`src/scs_pkg.sv`:
```
// shared types and constants for the segmented cumulative scan
package scs_pkg;

   localparam int DATA_WIDTH = 32;
   localparam int OP_WIDTH   = 2;
   localparam int USER_WIDTH = 2;

   // tuser bit positions on the request channel
   localparam int USER_MISSING_BIT = 0;
   localparam int USER_START_BIT   = 1;

   typedef enum logic [OP_WIDTH-1:0] {
      OP_SUM     = 2'd0,
      OP_PRODUCT = 2'd1,
      OP_MIN     = 2'd2,
      OP_MAX     = 2'd3
   } scs_op_type;

   typedef enum logic [1:0] {
      KIND_ZERO    = 2'd0,
      KIND_HOLD    = 2'd1,
      KIND_PASS    = 2'd2,
      KIND_COMBINE = 2'd3
   } scs_kind_type;

   typedef struct packed {
      scs_kind_type          kind;
      logic [DATA_WIDTH-1:0] value;
   } scs_item_type;

   typedef struct packed {
      logic full;
      logic empty;
   } scs_fifo_status_type;

endpackage

```
`src/scs_front.sv`:
```
// front end: accepts request transactions and classifies them against group state
module scs_front
   import scs_pkg::*;
(
   input  logic                  clock,
   input  logic                  reset,
   input  logic                  req_tvalid,
   output logic                  req_tready,
   input  logic [DATA_WIDTH-1:0] req_tdata,
   input  logic [USER_WIDTH-1:0] req_tuser,
   input  scs_fifo_status_type   fifo_status,
   output logic                  push,
   output scs_item_type          push_item
);

   logic awaiting_ff;
   logic awaiting_in;
   logic missing;
   logic start;
   logic awaiting_now;

   assign missing      = req_tuser[USER_MISSING_BIT];
   assign start        = req_tuser[USER_START_BIT];
   assign awaiting_now = start | awaiting_ff;

   assign req_tready = ~fifo_status.full;
   assign push       = req_tvalid & req_tready;

   always_comb begin
      push_item.value = req_tdata;
      if (missing) begin
         push_item.kind = start ? KIND_ZERO : KIND_HOLD;
      end else if (awaiting_now) begin
         push_item.kind = KIND_PASS;
      end else begin
         push_item.kind = KIND_COMBINE;
      end
   end

   always_comb begin
      awaiting_in = awaiting_ff;
      if (push) begin
         awaiting_in = awaiting_now & missing;
      end
   end

   always_ff @(posedge clock) begin
      if (reset) begin
         awaiting_ff <= 1'b1;
      end else begin
         awaiting_ff <= awaiting_in;
      end
   end

endmodule

```
`src/scs_fifo.sv`:
```
// short queue of classified items between front and back
module scs_fifo
   import scs_pkg::*;
#(
   parameter int FIFO_DEPTH = 4
) (
   input  logic                clock,
   input  logic                reset,
   input  logic                push,
   input  scs_item_type        push_item,
   input  logic                pop,
   output scs_item_type        pop_item,
   output scs_fifo_status_type status
);

   localparam int PTR_WIDTH = $clog2(FIFO_DEPTH);
   localparam int CNT_WIDTH = $clog2(FIFO_DEPTH + 1);

   scs_item_type         mem_ff [FIFO_DEPTH];
   logic [PTR_WIDTH-1:0] wr_ptr_ff;
   logic [PTR_WIDTH-1:0] wr_ptr_in;
   logic [PTR_WIDTH-1:0] rd_ptr_ff;
   logic [PTR_WIDTH-1:0] rd_ptr_in;
   logic [CNT_WIDTH-1:0] cnt_ff;
   logic [CNT_WIDTH-1:0] cnt_in;

   function automatic logic [PTR_WIDTH-1:0] next_ptr(input logic [PTR_WIDTH-1:0] ptr);
      if (ptr == PTR_WIDTH'(FIFO_DEPTH - 1)) begin
         return '0;
      end
      return ptr + PTR_WIDTH'(1);
   endfunction

   assign status.full  = (cnt_ff == CNT_WIDTH'(FIFO_DEPTH));
   assign status.empty = (cnt_ff == '0);
   assign pop_item     = mem_ff[rd_ptr_ff];

   always_comb begin
      wr_ptr_in = push ? next_ptr(wr_ptr_ff) : wr_ptr_ff;
      rd_ptr_in = pop ? next_ptr(rd_ptr_ff) : rd_ptr_ff;
      cnt_in    = cnt_ff + CNT_WIDTH'(push) - CNT_WIDTH'(pop);
   end

   always_ff @(posedge clock) begin
      if (push) begin
         mem_ff[wr_ptr_ff] <= push_item;
      end
   end

   always_ff @(posedge clock) begin
      if (reset) begin
         wr_ptr_ff <= '0;
         rd_ptr_ff <= '0;
         cnt_ff    <= '0;
      end else begin
         wr_ptr_ff <= wr_ptr_in;
         rd_ptr_ff <= rd_ptr_in;
         cnt_ff    <= cnt_in;
      end
   end

endmodule

```
`src/scs_back.sv`:
```
// back end: accumulator update, operation register and response output register
module scs_back
   import scs_pkg::*;
(
   input  logic                  clock,
   input  logic                  reset,
   input  logic                  csr_wen,
   input  logic [OP_WIDTH-1:0]   csr_wdata,
   input  scs_fifo_status_type   fifo_status,
   input  scs_item_type          pop_item,
   output logic                  pop,
   output logic                  rsp_tvalid,
   input  logic                  rsp_tready,
   output logic [DATA_WIDTH-1:0] rsp_tdata
);

   scs_op_type            op_ff;
   logic [DATA_WIDTH-1:0] acc_ff;
   logic [DATA_WIDTH-1:0] acc_in;
   logic                  rsp_valid_ff;
   logic                  rsp_valid_in;
   logic [DATA_WIDTH-1:0] rsp_data_ff;
   logic [DATA_WIDTH-1:0] combined;
   logic [DATA_WIDTH-1:0] product;
   logic                  x_less;

   assign pop        = ~fifo_status.empty & (~rsp_valid_ff | rsp_tready);
   assign rsp_tvalid = rsp_valid_ff;
   assign rsp_tdata  = rsp_data_ff;

   assign product = acc_ff * pop_item.value;
   assign x_less  = $signed(pop_item.value) < $signed(acc_ff);

   always_comb begin
      case (op_ff)
         OP_SUM:     combined = acc_ff + pop_item.value;
         OP_PRODUCT: combined = product;
         OP_MIN:     combined = x_less ? pop_item.value : acc_ff;
         OP_MAX:     combined = (!x_less && pop_item.value != acc_ff) ? pop_item.value : acc_ff;
         default:    combined = acc_ff;
      endcase
   end

   always_comb begin
      case (pop_item.kind)
         KIND_ZERO:    acc_in = '0;
         KIND_HOLD:    acc_in = acc_ff;
         KIND_PASS:    acc_in = pop_item.value;
         KIND_COMBINE: acc_in = combined;
         default:      acc_in = acc_ff;
      endcase
   end

   always_comb begin
      rsp_valid_in = rsp_valid_ff & ~rsp_tready;
      if (pop) begin
         rsp_valid_in = 1'b1;
      end
   end

   always_ff @(posedge clock) begin
      if (pop) begin
         rsp_data_ff <= acc_in;
      end
   end

   always_ff @(posedge clock) begin
      if (reset) begin
         op_ff        <= OP_SUM;
         acc_ff       <= '0;
         rsp_valid_ff <= 1'b0;
      end else begin
         if (csr_wen) begin
            op_ff <= scs_op_type'(csr_wdata);
         end
         if (pop) begin
            acc_ff <= acc_in;
         end
         rsp_valid_ff <= rsp_valid_in;
      end
   end

endmodule

```
`src/segmented_cumulative_scan.sv`:
```
// segmented running sum, product, minimum or maximum over a grouped stream
//
// request channel (req_*): one signed value per transaction, with tuser flags
// for a missing value and for the start of a new group. response channel
// (rsp_*): exactly one running result per request, in order.
// csr_wen/csr_wdata write the operation: sum, product, minimum or maximum;
// write it only while no transaction is in flight.
// each response passes through the queue and then the output register after
// its request is accepted. throughput: one transaction per cycle while the
// response side is ready, set by the accumulator update (one 32x32 multiply
// for products).
// the front end tracks group state and pushes classified items into a
// FIFO_DEPTH entry queue; the back end drains it into the output register.
// when rsp_tready is low the output register holds, the queue fills and
// req_tready drops once it is full.
// reset clears the queue, sets the operation to sum, the running result to
// zero and marks the current group as waiting for its first real value.
module segmented_cumulative_scan
   import scs_pkg::*;
#(
   parameter int FIFO_DEPTH = 4
) (
   input  logic                  clock,
   input  logic                  reset,
   input  logic                  csr_wen,
   input  logic [OP_WIDTH-1:0]   csr_wdata,
   input  logic                  req_tvalid,
   output logic                  req_tready,
   input  logic [DATA_WIDTH-1:0] req_tdata,   // [31:0] value
   input  logic [USER_WIDTH-1:0] req_tuser,   // [0] is_missing, [1] group_start
   output logic                  rsp_tvalid,
   input  logic                  rsp_tready,
   output logic [DATA_WIDTH-1:0] rsp_tdata    // [31:0] running_result
);

   scs_fifo_status_type fifo_status;
   scs_item_type        push_item;
   scs_item_type        pop_item;
   logic                push;
   logic                pop;

   scs_front u_front (
      .clock       (clock),
      .reset       (reset),
      .req_tvalid  (req_tvalid),
      .req_tready  (req_tready),
      .req_tdata   (req_tdata),
      .req_tuser   (req_tuser),
      .fifo_status (fifo_status),
      .push        (push),
      .push_item   (push_item)
   );

   scs_fifo #(
      .FIFO_DEPTH (FIFO_DEPTH)
   ) u_fifo (
      .clock     (clock),
      .reset     (reset),
      .push      (push),
      .push_item (push_item),
      .pop       (pop),
      .pop_item  (pop_item),
      .status    (fifo_status)
   );

   scs_back u_back (
      .clock       (clock),
      .reset       (reset),
      .csr_wen     (csr_wen),
      .csr_wdata   (csr_wdata),
      .fifo_status (fifo_status),
      .pop_item    (pop_item),
      .pop         (pop),
      .rsp_tvalid  (rsp_tvalid),
      .rsp_tready  (rsp_tready),
      .rsp_tdata   (rsp_tdata)
   );

endmodule

```
`config.mk`:
```
export PLATFORM = sky130hd
export DESIGN_NAME = segmented_cumulative_scan
export DESIGN_NICKNAME = d
export VERILOG_FILES = /design/src/scs_pkg.sv /design/src/scs_front.sv /design/src/scs_fifo.sv /design/src/scs_back.sv /design/src/segmented_cumulative_scan.sv
export SDC_FILE = /design/constraint.sdc
export NUM_CORES = 2
export LEC_CHECK = 0
export ABC_CLOCK_PERIOD_IN_PS = 12450
export BUFFER_PORTS_ARGS = -buffer_cell sky130_fd_sc_hd__buf_2
export CAP_MARGIN = 20
export CORE_UTILIZATION = 35
export CTS_BUF_LIST = sky130_fd_sc_hd__clkbuf_8
export DETAILED_ROUTE_END_ITERATION = 8
export SYNTH_ARGS = -nofsm -noshare
export SYNTH_HDL_FRONTEND = slang
export SYNTH_HIERARCHICAL = 1
export SYNTH_SLANG_ARGS = --single-unit
```
`constraint.sdc`:
```
create_clock -name clock -period 12.45 [get_ports clock]
set_input_delay 0.6225 -clock clock [delete_from_list [all_inputs] [get_ports clock]]
set_output_delay 0.6225 -clock clock [all_outputs]
set_load 0.02 [all_outputs]
```
Word level (Yosys, flattened, before mapping)

Memories as Yosys holds them, arrays and structs flattened. A register that Yosys moved wholly into a read port is not among the register bits.
Index checks and enable logic that the tools add are counted.

Input bits: 41
Memory bits (writable): 136
Output and inout bits: 34
Memories: 1
Register bits after elaboration: 75
Word-level logic and storage cells: 59

Memories:

| memory        | depth | width | read ports | clocked after memory_dff | write ports | RTL line       | RTL |
|---|---|---|---|---|---|---|---|
| u_fifo.mem_ff | 4     | 34    | 1          | 1                        | 1           | scs_fifo.sv:19 | `scs_item_type mem_ff [FIFO_DEPTH];` |

Magnitude comparators: 1
Multiply operators: 1
Reductions and logical operators: 5
Bitwise operators: 10
Multiplexer cells: 18
Equal/unequal tests: 10
Add/subtract/negate cells: 5

Operator list:

| operator              | count |
|---|---|
| $pmux W32 S4          | 2 |
| $mux W32              | 2 |
| $add A32 B32 Y32      | 1 |
| $lt A32 B32 Y1        | 1 |
| $mul A32 B32 Y32      | 1 |
| $ne A32 B32 Y1        | 1 |
| $mux W2               | 7 |
| $eq A2 B2 Y1 const B  | 6 |
| $mux W1               | 7 |
| $add A2 B1 Y2 const B | 2 |
| $and A1 B1 Y1         | 4 |
| $eq A2 B1 Y1 const B  | 2 |
| $logic_not A2 Y1      | 2 |
| $not A1 Y1            | 4 |
| $add A3 B1 Y3         | 1 |
| $eq A3 B3 Y1 const B  | 1 |
| $logic_not A3 Y1      | 1 |
| $sub A3 B1 Y3         | 1 |
| $or A1 B1 Y1          | 2 |
| $logic_and A1 B1 Y1   | 1 |
| $logic_not A1 Y1      | 1 |

Longest topological paths before layout

Depth after elaboration: 6
Gate-level depth with buffers: 31

Cells and area by module

Netlist, hierarchy kept.

By module, submodules not included:

| module    | instances | area an instance (um^2) | cells each |
|---|---|---|---|
| scs_back  | 1         | 22441.5                 | 2553 |
| scs_fifo  | 1         | 5408.9                  | 221 |
| scs_front | 1         | 301.5                   | 41 |

Least setup slack after synthesis

OpenSTA, ideal clock, no wires.

Path type: reg2reg
Start: register (tool-made name)
End: register u_back.rsp_data_ff[31], in the netlist u_back/rsp_tdata[31] (data pin)
Period minus slack after synthesis: 8.130 ns
Slack: 4.320 ns
Setup time: 0.130 ns
Cell stages (with the launch flop): 30
Arrival: 8.000 ns
Path buffers: 4
Cell sequence: dfxtp_1 > buf_6 > buf_12 > mux4_2 > clkbuf_1 > inv_1 > clkbuf_1 > nor2_1 > fa_1 > fa_1 > fa_1 > inv_1 > fa_1 > inv_1 > fa_1 > inv_1 > fa_1 > inv_1 > fa_1 > fa_1 > ha_1 > a22o_1 > or4_1 > o21ai_1 > a31oi_1 > a31oi_1 > xnor2_1 > nand2_1 > a221oi_1 > or2_1

RTL lines:

| what                 | RTL line       | RTL |
|---|---|---|
| end signal, assigned | scs_back.sv:63 | `rsp_data_ff <= acc_in;` |
| end, declared        | scs_back.sv:22 | `logic [DATA_WIDTH-1:0] rsp_data_ff;` |

==> results.tsv <==
metric	value	unit
relSlewSlack	0.2644	
status	complete, no violations	
yosys_warnings	6	
hold_buffers	0	
grt_overflow	0	
clock_sinks	213	
io_buffers	74	
fin_ws	3.295	ns
syn_avg_cell_area	10.00	sq um
drive_gt1_frac	0.09354	
insertion_delay	0.65	ns
die_w	285.6	um
drc	0	
drtIter0Drc	1793	
ios	75	
cp-end-kind	flip-flop	
report.final.slew_viol_count	0	
multi_input_area	0.01953	sq mm
max_cap_viol_count	0	
vias_per_cell	5.300	
area_delta_synth_final	6.164	%
hold_viol	0	
dp_cells	3781	
synth.distinct_cells	98	
critPathArrivalTime	9.69	ns
antenna_found_initial	1	
cts_max_level	2	
cts.clk_slew.worst_paths	0.06	ns
fp.coreArea	0.07926	sq mm
ys_seq_area_frac	0.2112	
synth_top_area_cell	fa_1	
dieHeight	285.6	um
ys_async_sr_fraction	0	
dr.pass1.iters	6	
start_kind	flip-flop	
synthesis.nets	3459	
cts-root-buf	clkbuf_8	
tightestPinTransition	1.102	ns
netlist.area_leader.share	0.2916	
synth_flop_cell	edfxtp_1	
final_cell_mix	455 x inv_1, 410 x fa_1, 290 x nand2_1	
dieArea	0.08157	sq mm
fill_cells	7922	
dr_total_vias	20410	
synth_seq_cells	213	
numCtsBuffers	39	
worstPathRequired	12.98	ns
netlist_area	0.02815	sq mm
synth_enable_flop_cells	168	
max_freq	109.2	MHz
hold_path.class	input pin to flip-flop	
place.gp.congestion	0.9850	
final_cells	3852	
routedWlPerCell	22.86	um
ant_nets	0	
final_common_cell	inv_1	
tritoncts	yes	
critPathKind	flip-flop to flip-flop	
detailed_place_hpwl	63.56	mm
ys_top_cells_by_area	fa_1 29%, edfxtp_1 18%, ha_1 8.6%	
grt_pass1_wl	134.4	mm
tns	0	ns
fin_skew	0.07532	ns
fin_crit	9.155	ns
regArea	0.005949	sq mm
cp_max_fo	33	
placementRows	103	
nets	3416	
setup_viol	0	
grt_pass1_vias	21300	
grt_use_total	0.2198	
grt_max_degree	58	
routed_wirelength	88.07	mm
rsz0062_at_grt	no	
start_util	0.3552	
pre_cts_ws	3.317	ns
utilization	0.3771	
period_share	0.7354	
syn_inst	2815	
clockBufferDepth	3	
postCtsResizedCells	0	
postCtsSetupRepairBufs	0	
Yosys cell counts (6+ instances only):
master    number
buf_6          7
o21ai_1       19
xor2_1        29
o211ai_1      21
a32oi_1        7
a211o_1        6
buf_4         34
dfxtp_1       45
o21a_1        20
nor2_1       121
a211oi_1      14
a22oi_1       23
and2_1       278
nand4_1        9
o221ai_1      12
buf_1          6
o21ai_0       33
clkbuf_1     139
nand3_1        8
a21o_1        15
buf_2         10
nor2b_1       17
mux2i_1       33
a21oi_1       87
inv_1        448
ha_1         193
xnor2_1       78
nand2_1      290
mux4_2        30
edfxtp_1     168
fa_1         410
nand2b_1      19
a311oi_1      13
a31oi_1       12
o21bai_1       7
a221oi_2       6
nor3_1        13
stage by stage:
| stage | hold slack, ns | area [sq um] |
|---|---|---|
| floorplan | 0.4695 | 28150 |
| global placement | 0.5099 | 29170 |
| detailed placement | 0.5033 | 29170 |
| CTS | 0.1676 | 29880 |
| global route | 0.1803 | 29880 |
| finish | 0.1935 | 29890 |
critical path, cell delays in order, from the launching register on:
cell and delay [ns]:
dfxtp_2 0.33, buf_4 0.51, mux4_1 0.96, buf_4 0.38, and2_1 0.22, fa_1 0.53, inv_1 0.05, fa_1 0.50
fa_1 0.44, fa_1 0.54, inv_1 0.05, fa_1 0.48, fa_1 0.58, fa_1 0.45, fa_1 0.47, ha_1 0.38
and3_1 0.25, nor4b_1 0.25, o311ai_1 0.16, o32ai_2 0.34, o21ai_1 0.17, o21ai_0 0.27, xnor2_1 0.12, a221oi_2 0.26
o21ai_1 0.13, a311oi_2 0.25
per-layer routing:
layer,part of all wire,wire length (um),vias up,GRT usage
met5,0.00015,13,-,0
met4,0.043,3764,2,0.08610
met3,0.089,7882,200,0.04561
met2,0.45,39340,962,0.3453
met1,0.42,37070,10280,0.2967
li1,-,-,8974,-
final timing paths:
kind | startpoint | end | slack [ns] | cells past startpoint
min reg2reg | u_back/rsp_tvalid$_SDFF_PP0_ | u_back/rsp_tvalid$_SDFF_PP0_ | 0.51 | 2
max | flip-flop | u_back/acc_ff[30]$_SDFFE_PP0P_ | 3.29 | 25
min | req_tdata[9] | u_fifo/mem_ff[3][9]$_DFFE_PP_ | 0.19 | 1
max reg2reg | flip-flop | u_back/acc_ff[30]$_SDFFE_PP0P_ | 3.29 | 25
layout make-up:
| cell class | instances | area share |
|---|---|---|
| antenna | 1 | 0.00008373 |
| clock buffer | 41 | 0.01888 |
| clock inverter | 29 | 0.005149 |
| inverter | 449 | 0.05639 |
| multi-input combinational | 1953 | 0.6535 |
| sequential | 213 | 0.1991 |
| tap | 1050 | 0.04396 |
| timing repair buffer | 116 | 0.02294 |
registers in the layout (all words and copies together) (netlist names), named ones only:
name,flops
u_back/acc_ff,32
u_back/op_ff,2
u_back/rsp_tdata,32
u_back/rsp_tvalid,1
u_fifo/cnt_ff,3
u_fifo/mem_ff,136
u_fifo/rd_ptr_ff,2
u_fifo/wr_ptr_ff,2
u_front/awaiting_ff,1
cells by family after synthesis:
logic type | Yosys count | synth area share
xor+xnor | 109 | 0.03493
fa+ha+maj | 603 | 0.3773
flops | 213 | 0.2112
simple gates | 806 | 0.1452
compound gates | 362 | 0.09378
mux | 73 | 0.04200
buf+inv | 649 | 0.09551
Power is left out: the tool's default activity adds up to more than one toggle a clock period on the data nets, which glitch-free logic cannot reach.
